--- src/rtl/dssp_pkg.sv ---
// ----------------------------------------------------------------------------
// dssp_pkg: shared types and constants for the decimal string split parser
// Character codes, accumulator width, parse state record and the
// multiply-by-ten helper used for every digit and scale step.
// ----------------------------------------------------------------------------
package dssp_pkg;

	localparam int ACC_WIDTH = 32;
	localparam int OUT_WIDTH = 32;
	localparam int WIDE_WIDTH = ACC_WIDTH + 4;
	localparam int RADIX = 10;

	localparam logic [7:0] CHAR_NUL   = 8'h00;
	localparam logic [7:0] CHAR_PLUS  = 8'h2B;
	localparam logic [7:0] CHAR_MINUS = 8'h2D;
	localparam logic [7:0] CHAR_POINT = 8'h2E;
	localparam logic [7:0] CHAR_ZERO  = 8'h30;
	localparam logic [7:0] CHAR_NINE  = 8'h39;

	typedef logic [ACC_WIDTH-1:0] acc_t;

	typedef struct packed {
		acc_t int_acc;
		acc_t frac_acc;
		acc_t scale_acc;
		logic in_fraction;
		logic negative;
		logic in_digit;
		logic stopped;
		logic overflow;
	} parse_state_t;

	localparam parse_state_t STATE_RESET = '{
		int_acc:     '0,
		frac_acc:    '0,
		scale_acc:   ACC_WIDTH'(1),
		in_fraction: 1'b0,
		negative:    1'b0,
		in_digit:    1'b0,
		stopped:     1'b0,
		overflow:    1'b0
	};

	// acc * 10 + d at full precision; the top bits show a signed overflow
	function automatic logic [WIDE_WIDTH-1:0] mul10_add(input acc_t acc, input logic [3:0] d);
		logic [WIDE_WIDTH-1:0] wide;
		wide = WIDE_WIDTH'(acc) * WIDE_WIDTH'(RADIX) + WIDE_WIDTH'(d);
		return wide;
	endfunction

	// anything at or above the sign bit means the true value passed the maximum
	function automatic logic wide_overflow(input logic [WIDE_WIDTH-1:0] wide);
		return |wide[WIDE_WIDTH-1:ACC_WIDTH-1];
	endfunction

	function automatic logic [OUT_WIDTH-1:0] to_out(input acc_t v);
		return OUT_WIDTH'($signed(v));
	endfunction

endpackage

--- src/rtl/dssp_char_step.sv ---
// ----------------------------------------------------------------------------
// dssp_char_step: one character of the parse
// Next parse state from the current state and one input character.
// ----------------------------------------------------------------------------
module dssp_char_step (
	input  dssp_pkg::parse_state_t cur,
	input  logic [7:0]             character,
	output dssp_pkg::parse_state_t nxt
);

	logic [3:0]                       digit;
	logic [dssp_pkg::WIDE_WIDTH-1:0]  int_wide;
	logic [dssp_pkg::WIDE_WIDTH-1:0]  frac_wide;
	logic [dssp_pkg::WIDE_WIDTH-1:0]  scale_wide;
	logic                             prefix_done;

	assign digit      = 4'(character - dssp_pkg::CHAR_ZERO);
	assign int_wide   = dssp_pkg::mul10_add(cur.int_acc, digit);
	assign frac_wide  = dssp_pkg::mul10_add(cur.frac_acc, digit);
	assign scale_wide = dssp_pkg::mul10_add(cur.scale_acc, 4'd0);

	always_comb begin
		nxt = cur;
		prefix_done = 1'b0;
		if (!cur.stopped) begin
			if (!cur.in_digit) begin
				// prefix phase: NUL, point and minus are consumed here
				unique case (character)
					dssp_pkg::CHAR_NUL:   nxt.stopped = 1'b1;
					dssp_pkg::CHAR_POINT: nxt.in_fraction = 1'b1;
					dssp_pkg::CHAR_MINUS: nxt.negative = 1'b1;
					default: begin
						nxt.in_digit = 1'b1;
						prefix_done = 1'b1;
					end
				endcase
			end
			if (cur.in_digit || prefix_done) begin
				case (character) inside
					dssp_pkg::CHAR_NUL:   nxt.stopped = 1'b1;
					dssp_pkg::CHAR_POINT: nxt.in_fraction = 1'b1;
					dssp_pkg::CHAR_MINUS,
					dssp_pkg::CHAR_PLUS: ;
					[dssp_pkg::CHAR_ZERO:dssp_pkg::CHAR_NINE]: begin
						if (cur.in_fraction || nxt.in_fraction) begin
							nxt.frac_acc  = frac_wide[dssp_pkg::ACC_WIDTH-1:0];
							nxt.scale_acc = scale_wide[dssp_pkg::ACC_WIDTH-1:0];
							nxt.overflow  = cur.overflow | dssp_pkg::wide_overflow(frac_wide)
							                | dssp_pkg::wide_overflow(scale_wide);
						end else begin
							nxt.int_acc  = int_wide[dssp_pkg::ACC_WIDTH-1:0];
							nxt.overflow = cur.overflow | dssp_pkg::wide_overflow(int_wide);
						end
					end
					default: nxt.stopped = 1'b1;
				endcase
			end
		end
	end

endmodule

--- src/rtl/decimal_string_split_parser_top.sv ---
// ----------------------------------------------------------------------------
// decimal_string_split_parser_top: ASCII decimal number splitter
// Streams text one character per request and returns the split value.
// ----------------------------------------------------------------------------
// Usage:
//   The slave channel takes one ASCII character per request in s_tdata, with
//   s_tlast marking the final character of a string. Characters without
//   s_tlast give no result. The request carrying s_tlast yields one result
//   on the master channel: integer part, fraction digits and fraction scale
//   in m_tdata, and the overflow flag in m_tuser.
//   The result is valid in the cycle after the last character is taken.
//   Throughput: one character per cycle while s_tready is high, as the
//   multiply-by-ten update of the parse state is combinational; strings
//   may follow each other without gaps.
//   The result sits in an output register. While it waits, s_tready stays
//   high as long as m_tready is high; a stalled result holds the slave side
//   off only when it cannot be replaced in the same cycle.
//   Reset clears the parse state and drops m_tvalid; after a result the parse
//   state returns to its reset values for the next string.
// ----------------------------------------------------------------------------
module decimal_string_split_parser_top (
	input  logic        clk,
	input  logic        arst_n,
	input  logic        s_tvalid,
	output logic        s_tready,
	input  logic [7:0]  s_tdata,   // [7:0] character
	input  logic        s_tlast,   // last
	output logic        m_tvalid,
	input  logic        m_tready,
	output logic [95:0] m_tdata,   // [31:0] integer_part, [63:32] fraction_part,
	                               // [95:64] fraction_scale
	output logic        m_tuser    // [0] overflowed
);

	dssp_pkg::parse_state_t state_q;
	dssp_pkg::parse_state_t state_nxt;
	dssp_pkg::acc_t         int_signed;
	dssp_pkg::acc_t         frac_signed;
	logic                   s_accept;
	logic                   m_valid_q;
	logic [95:0]            m_data_q;
	logic                   m_user_q;

	dssp_char_step u_step (
		.cur       (state_q),
		.character (s_tdata),
		.nxt       (state_nxt)
	);

	assign s_tready = !m_valid_q || m_tready;
	assign s_accept = s_tvalid && s_tready;

	// minus applies however the parse ended
	assign int_signed  = state_nxt.negative ? dssp_pkg::acc_t'(-state_nxt.int_acc)
	                                        : state_nxt.int_acc;
	assign frac_signed = state_nxt.negative ? dssp_pkg::acc_t'(-state_nxt.frac_acc)
	                                        : state_nxt.frac_acc;

	always_ff @(posedge clk or negedge arst_n) begin
		if (!arst_n) begin
			state_q   <= dssp_pkg::STATE_RESET;
			m_valid_q <= 1'b0;
		end else begin
			if (s_accept) begin
				state_q <= s_tlast ? dssp_pkg::STATE_RESET : state_nxt;
			end
			if (s_accept && s_tlast) begin
				m_valid_q <= 1'b1;
			end else if (m_tready) begin
				m_valid_q <= 1'b0;
			end
		end
	end

	always_ff @(posedge clk) begin
		if (s_accept && s_tlast) begin
			m_data_q <= {dssp_pkg::to_out(state_nxt.scale_acc),
			             dssp_pkg::to_out(frac_signed),
			             dssp_pkg::to_out(int_signed)};
			m_user_q <= state_nxt.overflow;
		end
	end

	assign m_tvalid = m_valid_q;
	assign m_tdata  = m_data_q;
	assign m_tuser  = m_user_q;

`ifndef SYNTHESIS
	a_last_gives_result: assert property (@(posedge clk) disable iff (!arst_n)
		s_accept && s_tlast |=> m_tvalid)
		else $error("no result after last character");

	a_state_cleared: assert property (@(posedge clk) disable iff (!arst_n)
		s_accept && s_tlast |=> state_q == dssp_pkg::STATE_RESET)
		else $error("parse state not cleared after result");

	a_ready_when_empty: assert property (@(posedge clk) disable iff (!arst_n)
		!m_tvalid |-> s_tready)
		else $error("slave side held off with empty output register");

	a_scale_nonzero: assert property (@(posedge clk) disable iff (!arst_n)
		m_tvalid && !m_tuser |-> m_tdata[95:64] != '0)
		else $error("zero scale without overflow");
`endif

endmodule
--- config.mk ---
export PLATFORM = sky130hd
export DESIGN_NAME = decimal_string_split_parser_top
export DESIGN_NICKNAME = d
export VERILOG_FILES = /design/src/rtl/dssp_pkg.sv /design/src/rtl/dssp_char_step.sv /design/src/rtl/decimal_string_split_parser_top.sv
export SDC_FILE = /design/constraint.sdc
export NUM_CORES = 1
export LEC_CHECK = 0
export BUFFER_PORTS_ARGS = -buffer_cell sky130_fd_sc_hd__buf_4
export CORE_UTILIZATION = 40
export CTS_BUF_LIST = sky130_fd_sc_hd__clkbuf_8
export CTS_CLUSTER_DIAMETER = 200
export DETAILED_ROUTE_END_ITERATION = 12
export SLEW_MARGIN = 10
export SYNTH_ARGS = -nofsm -noshare
export SYNTH_HDL_FRONTEND = slang
export SYNTH_HIERARCHICAL = 1
export SYNTH_SLANG_ARGS = --single-unit
--- constraint.sdc ---
create_clock -name clk -period 11.05 [get_ports clk]
set_input_delay 0.5525 -clock clk [delete_from_list [all_inputs] [get_ports clk]]
set_output_delay 0.5525 -clock clk [all_outputs]
set_load 0.005 [all_outputs]
==> results_dict.tcl, run 1 <==
set metrics [dict create \
    die_area_mm2 0.0448 \
    initial_core_util_pct 40.7 \
    cts-buffers-inserted 17 \
    synth_area_leaders "edfxtp_1 (17%), dfrtp_1 (14%), ha_1 (13%), nand2_1 (8.8%), o21ai_0 (7.1%)" \
    fmax_ghz 0.172 \
    maxCapViolCount 0 \
    die_w_um 212 \
    grt_pass1_vias 14546 \
    cp-end-kind "flip-flop" \
    clock_skew_ns 0.0250 \
    place.gp.congestion 0.894 \
    drive_gt1_share_pct 10.2 \
    grt_overflow 0 \
    nets 2322 \
    period_share_pct 52.7 \
    vias 15272 \
    p_per_area_mw_per_mm2 71.2 \
    postRouteAntennaNets 0 \
    dp_worst_setup_slack_ns 5.27 \
    antenna_found_initial 0 \
    clockBufferDepth 2 \
    firstDrtPassIters 5 \
    ys.flop_type "dfrtp_1" \
    synth-seq-cells 199 \
    synth-edff-count 97 \
    clk_pin_slew_ns 0.11 \
    grtUsageTotal_pct 22.4 \
    reg2reg_from "state_q[70]$_DFFE_PN0N_" \
    tightest_slew_ns 1.13 \
    crit_fanout 5 \
    final_cell_mix "nand2_1 (411), o21ai_0 (249), ha_1 (188)" \
    relSlewSlack_pct 24.4 \
    cp.required_ns 11.38 \
    post-route-drc-count 0 \
    p_leak_nw 8.43 \
    portBuffers 111 \
    wl_um 48800 \
    crit_start "state_q[70]$_DFFE_PN0N_" \
    yosysTopAreaCellShare_pct 16.6 \
    clock_sink_count 199 \
    period_needed_ns 5.83 \
    synthDistinctLibCells 100 \
    clockRootBuffer "clkbuf_8" \
    cts_tree "done" \
    total_power_mw 1.37 \
    fp.coreArea_mm2 0.0432 \
    tns_ns 0 \
    placed_area_mm2 0.0189 \
    drt_first_iter_violations 1084 \
    ctsHoldBuffers 1 \
    rows 76 \
    fillerInstances 4393 \
    startpoint_type "flip-flop" \
    yosysWarningCount 6 \
    async_flop_share_pct 51.3 \
    timing.final.max_slew_violations 0 \
    grt_setup_unrepaired "no" \
    synth_top_area_cell "edfxtp_1" \
    ir_drop_v 0.0000730 \
    synth_fp_nets 2268 \
    post_drt_wl_per_cell_um 18.0 \
    synth_area_mm2 0.0176 \
    vias_per_cell 5.63 \
    status "finished, final reports clean" \
    synth-seq-area-share_pct 31.1 \
    arrival_ns 6.16 \
    ioPinCount 112 \
    dp_hpwl_um 36300 \
    worstHoldStart "s_tvalid" \
    fin_area_mm2 0.0192 \
    worstHoldPathType "input pin to flip-flop" \
    grt_pass1_wl_um 78400 \
    area_growth_pct 9.42 \
    hold_viol 0 \
    antenna_cells 0 \
    path_class "flip-flop to flip-flop" \
    setup_violations 0 \
    dieHeight_um 212 \
    synthCells 2062 \
    htreeDepth 4 \
    final_common_cell "nand2_1" \
    cts_resized 0 \
    avgSynthCellArea_um2 8.52 \
    grt_max_degree 120 \
    clkLatencyLatePin_ns 0.59 \
    cts_setup_buffers 0 \
    setup_slack_ns 5.22 \
]
worst max-delay path: stages (launching register included):
cell and delay, ns:
dfrtp_1 0.45, ha_1 0.32, ha_1 0.24, fa_1 0.41, a21o_1 0.22, a311oi_1 0.39
o21bai_1 0.14, xor2_1 0.36, nand4_1 0.36, nor4_4 0.52, nor2b_1 0.27, nand2_1 0.10
xnor2_1 0.15, o21ai_0 0.18, or4_1 0.57, or4_1 0.50, o31ai_1 0.31, xnor2_1 0.10
registers in the layout (all words and copies together) (netlist names):
register	count
m_tdata	96
m_tuser	1
m_tvalid	1
state_q	101
stage by stage:
step | instances | util [%] | hold WS, ns
3_3_place_gp | 2681 | 43.7 | 0.467
6_report | 2714 | 44.5 | 0.199
5_1_grt | 2714 | 44.5 | 0.189
2_1_floorplan | 2062 | - | 0.257
4_1_cts | 2714 | 44.5 | 0.127
3_5_place_dp | 2681 | 43.7 | 0.478
final cells by class:
type	count	area, um2	share of cell area (%)
inverter	39	148	0.768
timing repair buffer	126	948	4.93
clock buffer	18	248	1.29
tap	585	732	3.81
multi-input combinational	1733	11600	60.2
clock inverter	14	115	0.599
sequential	199	5470	28.4
cell usage after synthesis (all sizes together) (5+ instances only):
master,count
a211o,10
xnor2,128
a211oi,18
o21ai,256
inv,39
nand4b,7
a31o,8
and4,6
nand4,23
or2,15
o41ai,16
mux2i,5
nand3,25
ha,188
nand2b,23
o211ai,18
a21oi,90
o21bai,14
nor2,92
o21a,13
nor3,34
nor3b,7
nor4,18
o31ai,29
and2,20
a31oi,11
o221ai,5
buf,24
clkbuf,67
o2111ai,5
fa,5
and3,18
edfxtp,97
nor2b,14
a221oi,8
dfrtp,101
nand2,412
a21o,41
a2111oi,9
xor2,51
or4,14
or3,19
metal layers:
layer  GRT usage [%]  up-vias  part of all wire, %
met3            3.63       51                  3.6
li1                -     7631                    -
met4            7.62        0                  2.4
met5               0        -                    0
met2            36.1      329                   46
met1            30.2     7261                   48
worst paths after layout:
| check | end | slack (ns) | cells past startpoint |
|---|---|---|---|
| min in group asynchronous | state_q[99]$_DFFE_PN0N_ | 0.44 | 2 |
| max | m_tdata[30]$_DFFE_PP_ | 5.22 | 17 |
| min | m_tvalid$_DFFE_PN0P_ | 0.20 | 3 |
| max reg2reg | m_tdata[30]$_DFFE_PP_ | 5.22 | 17 |
| min reg2reg | state_q[3]$_DFFE_PN0N_ | 0.51 | 2 |
| max in group asynchronous | state_q[76]$_DFFE_PN0N_ | 9.15 | 3 |
cell families after synthesis:
group	synth area share (%)
mux	0.541
flops	31.1
fa+ha+maj	14.0
xor+xnor	8.97
buf+inv	3.20
compound gates	21.8
simple gates	20.4
power breakdown:
group	switching, mW	internal, mW
clock network	0.314	0.166
registers	0.00659	0.791
logic	0.0638	0.0265
Power figures use the tool's default switching activity.
==> run 2: changes to the inputs <==
clock period = 5.3 ns   (was 11.05 ns; I/O delays follow)
==> run 2 against run 1 <==
  * Combinational power increased by 120%
  * Global-route usage increased by 0.17 points
  * Worst setup slack got worse by 5.0 ns
  * Non-clock buffer count increased by 130
==> results_dict.tcl, run 2 (synthesized netlist as in run 1, its figures left out) <==
set metrics [dict create \
    clock_skew_ns 0.0213 \
    die_w_um 212 \
    crit_fanout 4 \
    clkLatencyLatePin_ns 0.60 \
    p_leak_nw 9.19 \
    seqPwrFrac_pct 56.4 \
    setup_violations 0 \
    post-route-drc-count 0 \
    regMostFlops "state_q" \
    finish.utilization_pct 47.9 \
    dieHeight_um 212 \
    place.gp.congestion 0.918 \
    largest_reg_flops 101 \
    p_per_area_mw_per_mm2 143 \
    hold_end "state_q[1]$_DFFE_PN0N_" \
    fmax_ghz 0.195 \
    postRouteAntennaNets 0 \
    tightest_slew_ns 1.17 \
    hold_viol 0 \
    status "finished, final reports clean" \
    grtUsageTotal_pct 22.5 \
    wl_um 50300 \
    dp_hpwl_um 37700 \
    cp.required_ns 5.63 \
    grt_overflow 0 \
    period_share_pct 96.7 \
    vias_per_cell 5.54 \
    startpoint_type "flip-flop" \
    grt_pass1_vias 15040 \
    htreeDepth 4 \
    vias 15768 \
    initial_core_util_pct 40.7 \
    antenna_found_initial 0 \
    grt_pass1_wl_um 79500 \
    area_growth_pct 17.7 \
    hold_depth 5 \
    rr_worst_depth 17 \
    timing.final.max_slew_violations 0 \
    arrival_ns 5.46 \
    nets 2452 \
    fp.coreArea_mm2 0.0432 \
    drt_first_iter_violations 1117 \
    final_cell_mix "nand2_1 (410), buf_4 (249), o21ai_0 (244)" \
    post_drt_wl_per_cell_um 17.7 \
    path_class "flip-flop to flip-flop" \
    grt_setup_unrepaired "yes" \
    regToRegSetupSlack_ns 0.17 \
    ir_drop_v 0.000160 \
    worstHoldPathType "input pin to flip-flop" \
    final_common_cell "nand2_1" \
    worstHoldStart "s_tdata[5]" \
    maxCapViolCount 0 \
    fillerInstances 4177 \
    clock_sink_count 199 \
    portBuffers 111 \
    cts_tree "done" \
    p_comb_share_pct 6.8 \
    die_area_mm2 0.0448 \
    clockRootBuffer "clkbuf_8" \
    p_sw_share_pct 27.1 \
    rows 76 \
    clk_pin_slew_ns 0.11 \
    relSlewSlack_pct 22.2 \
    cts-buffers-inserted 17 \
    reg2reg_from "state_q[72]$_DFFE_PN0N_" \
    internal_power_mw 2.15 \
    ioPinCount 112 \
    clkPwrFrac_pct 36.8 \
    period_needed_ns 5.13 \
    cp-end-kind "flip-flop" \
    firstDrtPassIters 5 \
    worstReg2RegEnd "m_tdata[31]$_DFFE_PP_" \
    switchingPower_mw 0.798 \
    tns_ns 0 \
    grt_max_degree 97 \
    drive_gt1_share_pct 17.6 \
    clockBufferDepth 2 \
]
==> run 2: timing repair <==
action | CTS | global route
resized for setup | 0 | 72
hold endpoints to repair | 59 | 0
buffers inserted | 0 | 17
setup endpoints to repair | 0 | 16
hold buffers | 5 | 0
==> run 2: layer usage <==
| metal | share of wire (%) | wire length [um] | vias to the layer above | global-route usage (%) |
|---|---|---|---|---|
| met4 | 2.4 | 1200 | 0 | 8.70 |
| li1 | - | - | 7882 | - |
| met3 | 3.0 | 1530 | 69 | 3.00 |
| met2 | 48 | 24000 | 313 | 37.3 |
| met5 | 0 | 0 | - | 0 |
| met1 | 47 | 23600 | 7504 | 29.8 |
==> run 2: worst max path at each step <==
stage	from	end	slack (ns)	depth (start not counted)
after floorplan	state_q[70]$_DFFE_PN0N_	m_tdata[30]$_DFFE_PP_	0.12	17
after global placement	state_q[72]$_DFFE_PN0N_	m_tdata[30]$_DFFE_PP_	0.03	17
after detailed placement	state_q[72]$_DFFE_PN0N_	m_tdata[30]$_DFFE_PP_	0.007	17
after CTS	state_q[72]$_DFFE_PN0N_	m_tdata[30]$_DFFE_PP_	0.008	17
after global routing	state_q[71]$_DFFE_PN0N_	m_tdata[31]$_DFFE_PP_	-0.08	18
final	state_q[72]$_DFFE_PN0N_	m_tdata[31]$_DFFE_PP_	0.17	17
==> run 2: stage by stage <==
step	std cells	power, mW	hold WS, ns	cell area, um2	setup slack (ns)
floorplan	2062	1.78	-0.0306	17600	0.120
global placement	2790	1.89	0.399	19700	0.0284
detailed placement	2790	1.89	0.413	19700	0.00676
CTS	2827	3.00	0.135	20200	0.00790
global route	2844	3.06	0.193	20700	-0.0766
finish	2845	2.95	0.195	20700	0.173
==> run 2: area by class of cell <==
cell class | instances | area (um2) | share of cell area (%)
clock inverters | 15 | 186 | 0.902
multi-input cells | 1733 | 11900 | 57.8
repair buffers | 256 | 1960 | 9.48
clock buffers | 17 | 234 | 1.13
diodes | 1 | 2.50 | 0.0121
well taps | 585 | 732 | 3.54
flip-flops and latches | 199 | 5470 | 26.4
inverters | 39 | 148 | 0.714
==> run 2: critical path, stage by stage, from the launching register on <==
cell       delay (ns)
dfrtp_1          0.45
ha_1             0.34
ha_1             0.33
o21a_1           0.21
a21o_1           0.20
a2111oi_4        0.39
nor3_2           0.10
buf_4            0.15
or4b_4           0.52
nor4_4           0.34
buf_4            0.18
nand2_1          0.06
xor2_1           0.17
o21ai_2          0.10
or4_1            0.58
nand2b_2         0.27
o41ai_2          0.37
xnor2_1          0.10
==> run 2: power by group through the flow <==
stage / clock [mW] / combinational [mW] / sequential (mW)
final: 1.09 / 0.199 / 1.66
after floorplan: 0 / 0.0829 / 1.70
after detailed placement: 0 / 0.197 / 1.70
after global routing: 1.17 / 0.220 / 1.67
after global placement: 0 / 0.194 / 1.70
after CTS: 1.13 / 0.201 / 1.66
==> run 3: changes to the inputs <==
REMOVE_ABC_BUFFERS = 1   (was unset)
==> run 3 against run 2 <==
  * Sequential cell count is the same
  * Cell count grew 0.70%
  * Clock skew is essentially flat
  * Via count grew 1.2%
  * Global-route usage grew 0.27 points
  * Wire length grew 0.63%
  * Core utilization grew 0.11 points
  * Combinational power is essentially flat
  * Power shrank 2.9%
  * Clock power shrank 8%
  * First-iteration DRC count shrank 16%
  * Largest cell class unchanged
  * Largest power group unchanged
==> results_dict.tcl, run 3 (synthesized netlist as in run 1, its figures left out) <==
set metrics [dict create \
    status "finished, final reports clean" \
    cp-end-kind "flip-flop" \
    drt_first_iter_violations 938 \
    postRouteAntennaNets 0 \
    final_common_cell "nand2_1" \
    crit_fanout 4 \
    clock_skew_ns 0.0216 \
    final_cell_mix "nand2_1 (410), buf_4 (272), o21ai_0 (237)" \
    timing.final.max_slew_violations 0 \
    cts_tree "done" \
    worstHoldPathType "input pin to flip-flop" \
    fp.coreArea_mm2 0.0432 \
    p_per_area_mw_per_mm2 138 \
    grt_max_degree 99 \
    clk_pin_slew_ns 0.11 \
    grt_pass1_vias 15476 \
    hold_viol 0 \
    finish.utilization_pct 48.0 \
    post_drt_wl_per_cell_um 17.7 \
    placed_area_mm2 0.0198 \
    cp_slowest_cell "or4_4" \
    tns_ns 0 \
    clock_sink_count 199 \
    total_power_mw 2.86 \
    firstDrtPassIters 5 \
    grtUsageTotal_pct 22.8 \
    dieHeight_um 212 \
    initial_core_util_pct 40.7 \
    period_needed_ns 5.20 \
    largest_reg_flops 101 \
    clkLatencyLatePin_ns 0.55 \
    wl_um 50600 \
    fmax_ghz 0.192 \
    die_area_mm2 0.0448 \
    clockBufferDepth 2 \
    period_share_pct 98.2 \
    startpoint_type "flip-flop" \
    maxCapViolCount 0 \
    post-route-drc-count 0 \
    setup_violations 0 \
    nets 2473 \
    path_class "flip-flop to flip-flop" \
    relSlewSlack_pct 18.8 \
    antenna_cells 0 \
    cts-buffers-inserted 17 \
    dp_hpwl_um 38400 \
    grt_pass1_wl_um 81200 \
    max_stage_delay_ns 0.56 \
    cp.required_ns 5.59 \
    ir_drop_v 0.000132 \
    crit_top_cell "or4_4" \
    antenna_found_initial 0 \
    whs_ns 0.0658 \
    cp_cell_sequence "ha_4, ha_4, fa_2, a21o_1, a22o_1, nor2_2, xor2_2, buf_4, or4_4, nor4_4, buf_4, nand2_1, xor2_1, o21ai_1, or4_4, or4_4, o31ai_4, xnor2_1" \
    die_w_um 212 \
    portBuffers 111 \
    clockRootBuffer "clkbuf_8" \
    area_growth_pct 17.9 \
    fillerInstances 4203 \
    grt_overflow 0 \
    vias 15961 \
    regMostFlops "state_q" \
    ioPinCount 112 \
    p_leak_nw 9.27 \
    tightest_slew_ns 1.22 \
    fin_area_mm2 0.0207 \
    place.gp.congestion 0.944 \
    arrival_ns 5.50 \
    rows 76 \
    htreeDepth 4 \
    vias_per_cell 5.57 \
    drive_gt1_share_pct 18.3 \
]
## run 3: final cells by class
cell class	count	area, um2	share of cell area, %
Inverter	39	148	0.713
Clock buffer	17	234	1.13
Multi-Input combinational cell	1733	11900	57.4
Tap cell	585	732	3.53
Timing Repair Buffer	277	2100	10.1
Sequential cell	199	5470	26.4
Clock inverter	15	145	0.701
## run 3: routing by layer
layer	GRT usage [%]	wire length (um)	share of wire [%]	up-vias
met1	30.5	23700	47	7623
li1	-	-	-	7959
met4	6.40	969	1.9	0
met3	2.79	1560	3.1	51
met2	38.5	24400	48	328
met5	0	0	0	-
## run 3: critical path: cells and delay by family (launching register included)
family          cells  cell delay (ns)
xor+xnor            3             0.37
simple gates        6             2.13
flops               1             0.46
buf+inv             2             0.34
fa+ha+maj           3             0.80
compound gates      4             0.86
## run 3: path summary, 6_finish.rpt
kind / startpoint / endpoint / slack (ns) / cells past startpoint
worst max-delay path: state_q[72]$_DFFE_PN0N_ / m_tdata[30]$_DFFE_PP_ / 0.1 / 18
worst min-delay path: m_tready / m_tvalid$_DFFE_PN0P_ / 0.07 / 3
worst max register to register: state_q[72]$_DFFE_PN0N_ / m_tdata[30]$_DFFE_PP_ / 0.1 / 18
worst min register to register: state_q[3]$_DFFE_PN0N_ / state_q[3]$_DFFE_PN0N_ / 0.50 / 2
max in group asynchronous: arst_n / state_q[72]$_DFFE_PN0N_ / 3.67 / 3
min in group asynchronous: arst_n / state_q[26]$_DFFE_PN0N_ / 0.30 / 2
## run 3: what timing repair did
action                                 in CTS  in global routing
pin swaps                                   3                 42
resized for setup                           9                 67
setup endpoints to repair                   6                 18
hold buffers                                4                  0
endpoints found under the hold margin      46                  0
buffers inserted                            1                 24
## run 3: where the power goes
part / leakage, nW / internal, mW / total [mW] / switching [mW]
combinational: 6.72 / 0.0605 / 0.197 / 0.136
sequential: 2.35 / 1.65 / 1.66 / 0.0152
clock: 0.194 / 0.383 / 1.00 / 0.619
## run 3: metrics by stage
stage / setup slack, ns / instances
CTS: 0.00663 / 2842
global route: -0.129 / 2865
floorplan: -4.05 / 1971
detailed placement: -0.0871 / 2805
finish: 0.0960 / 2865
global placement: -0.0259 / 2805
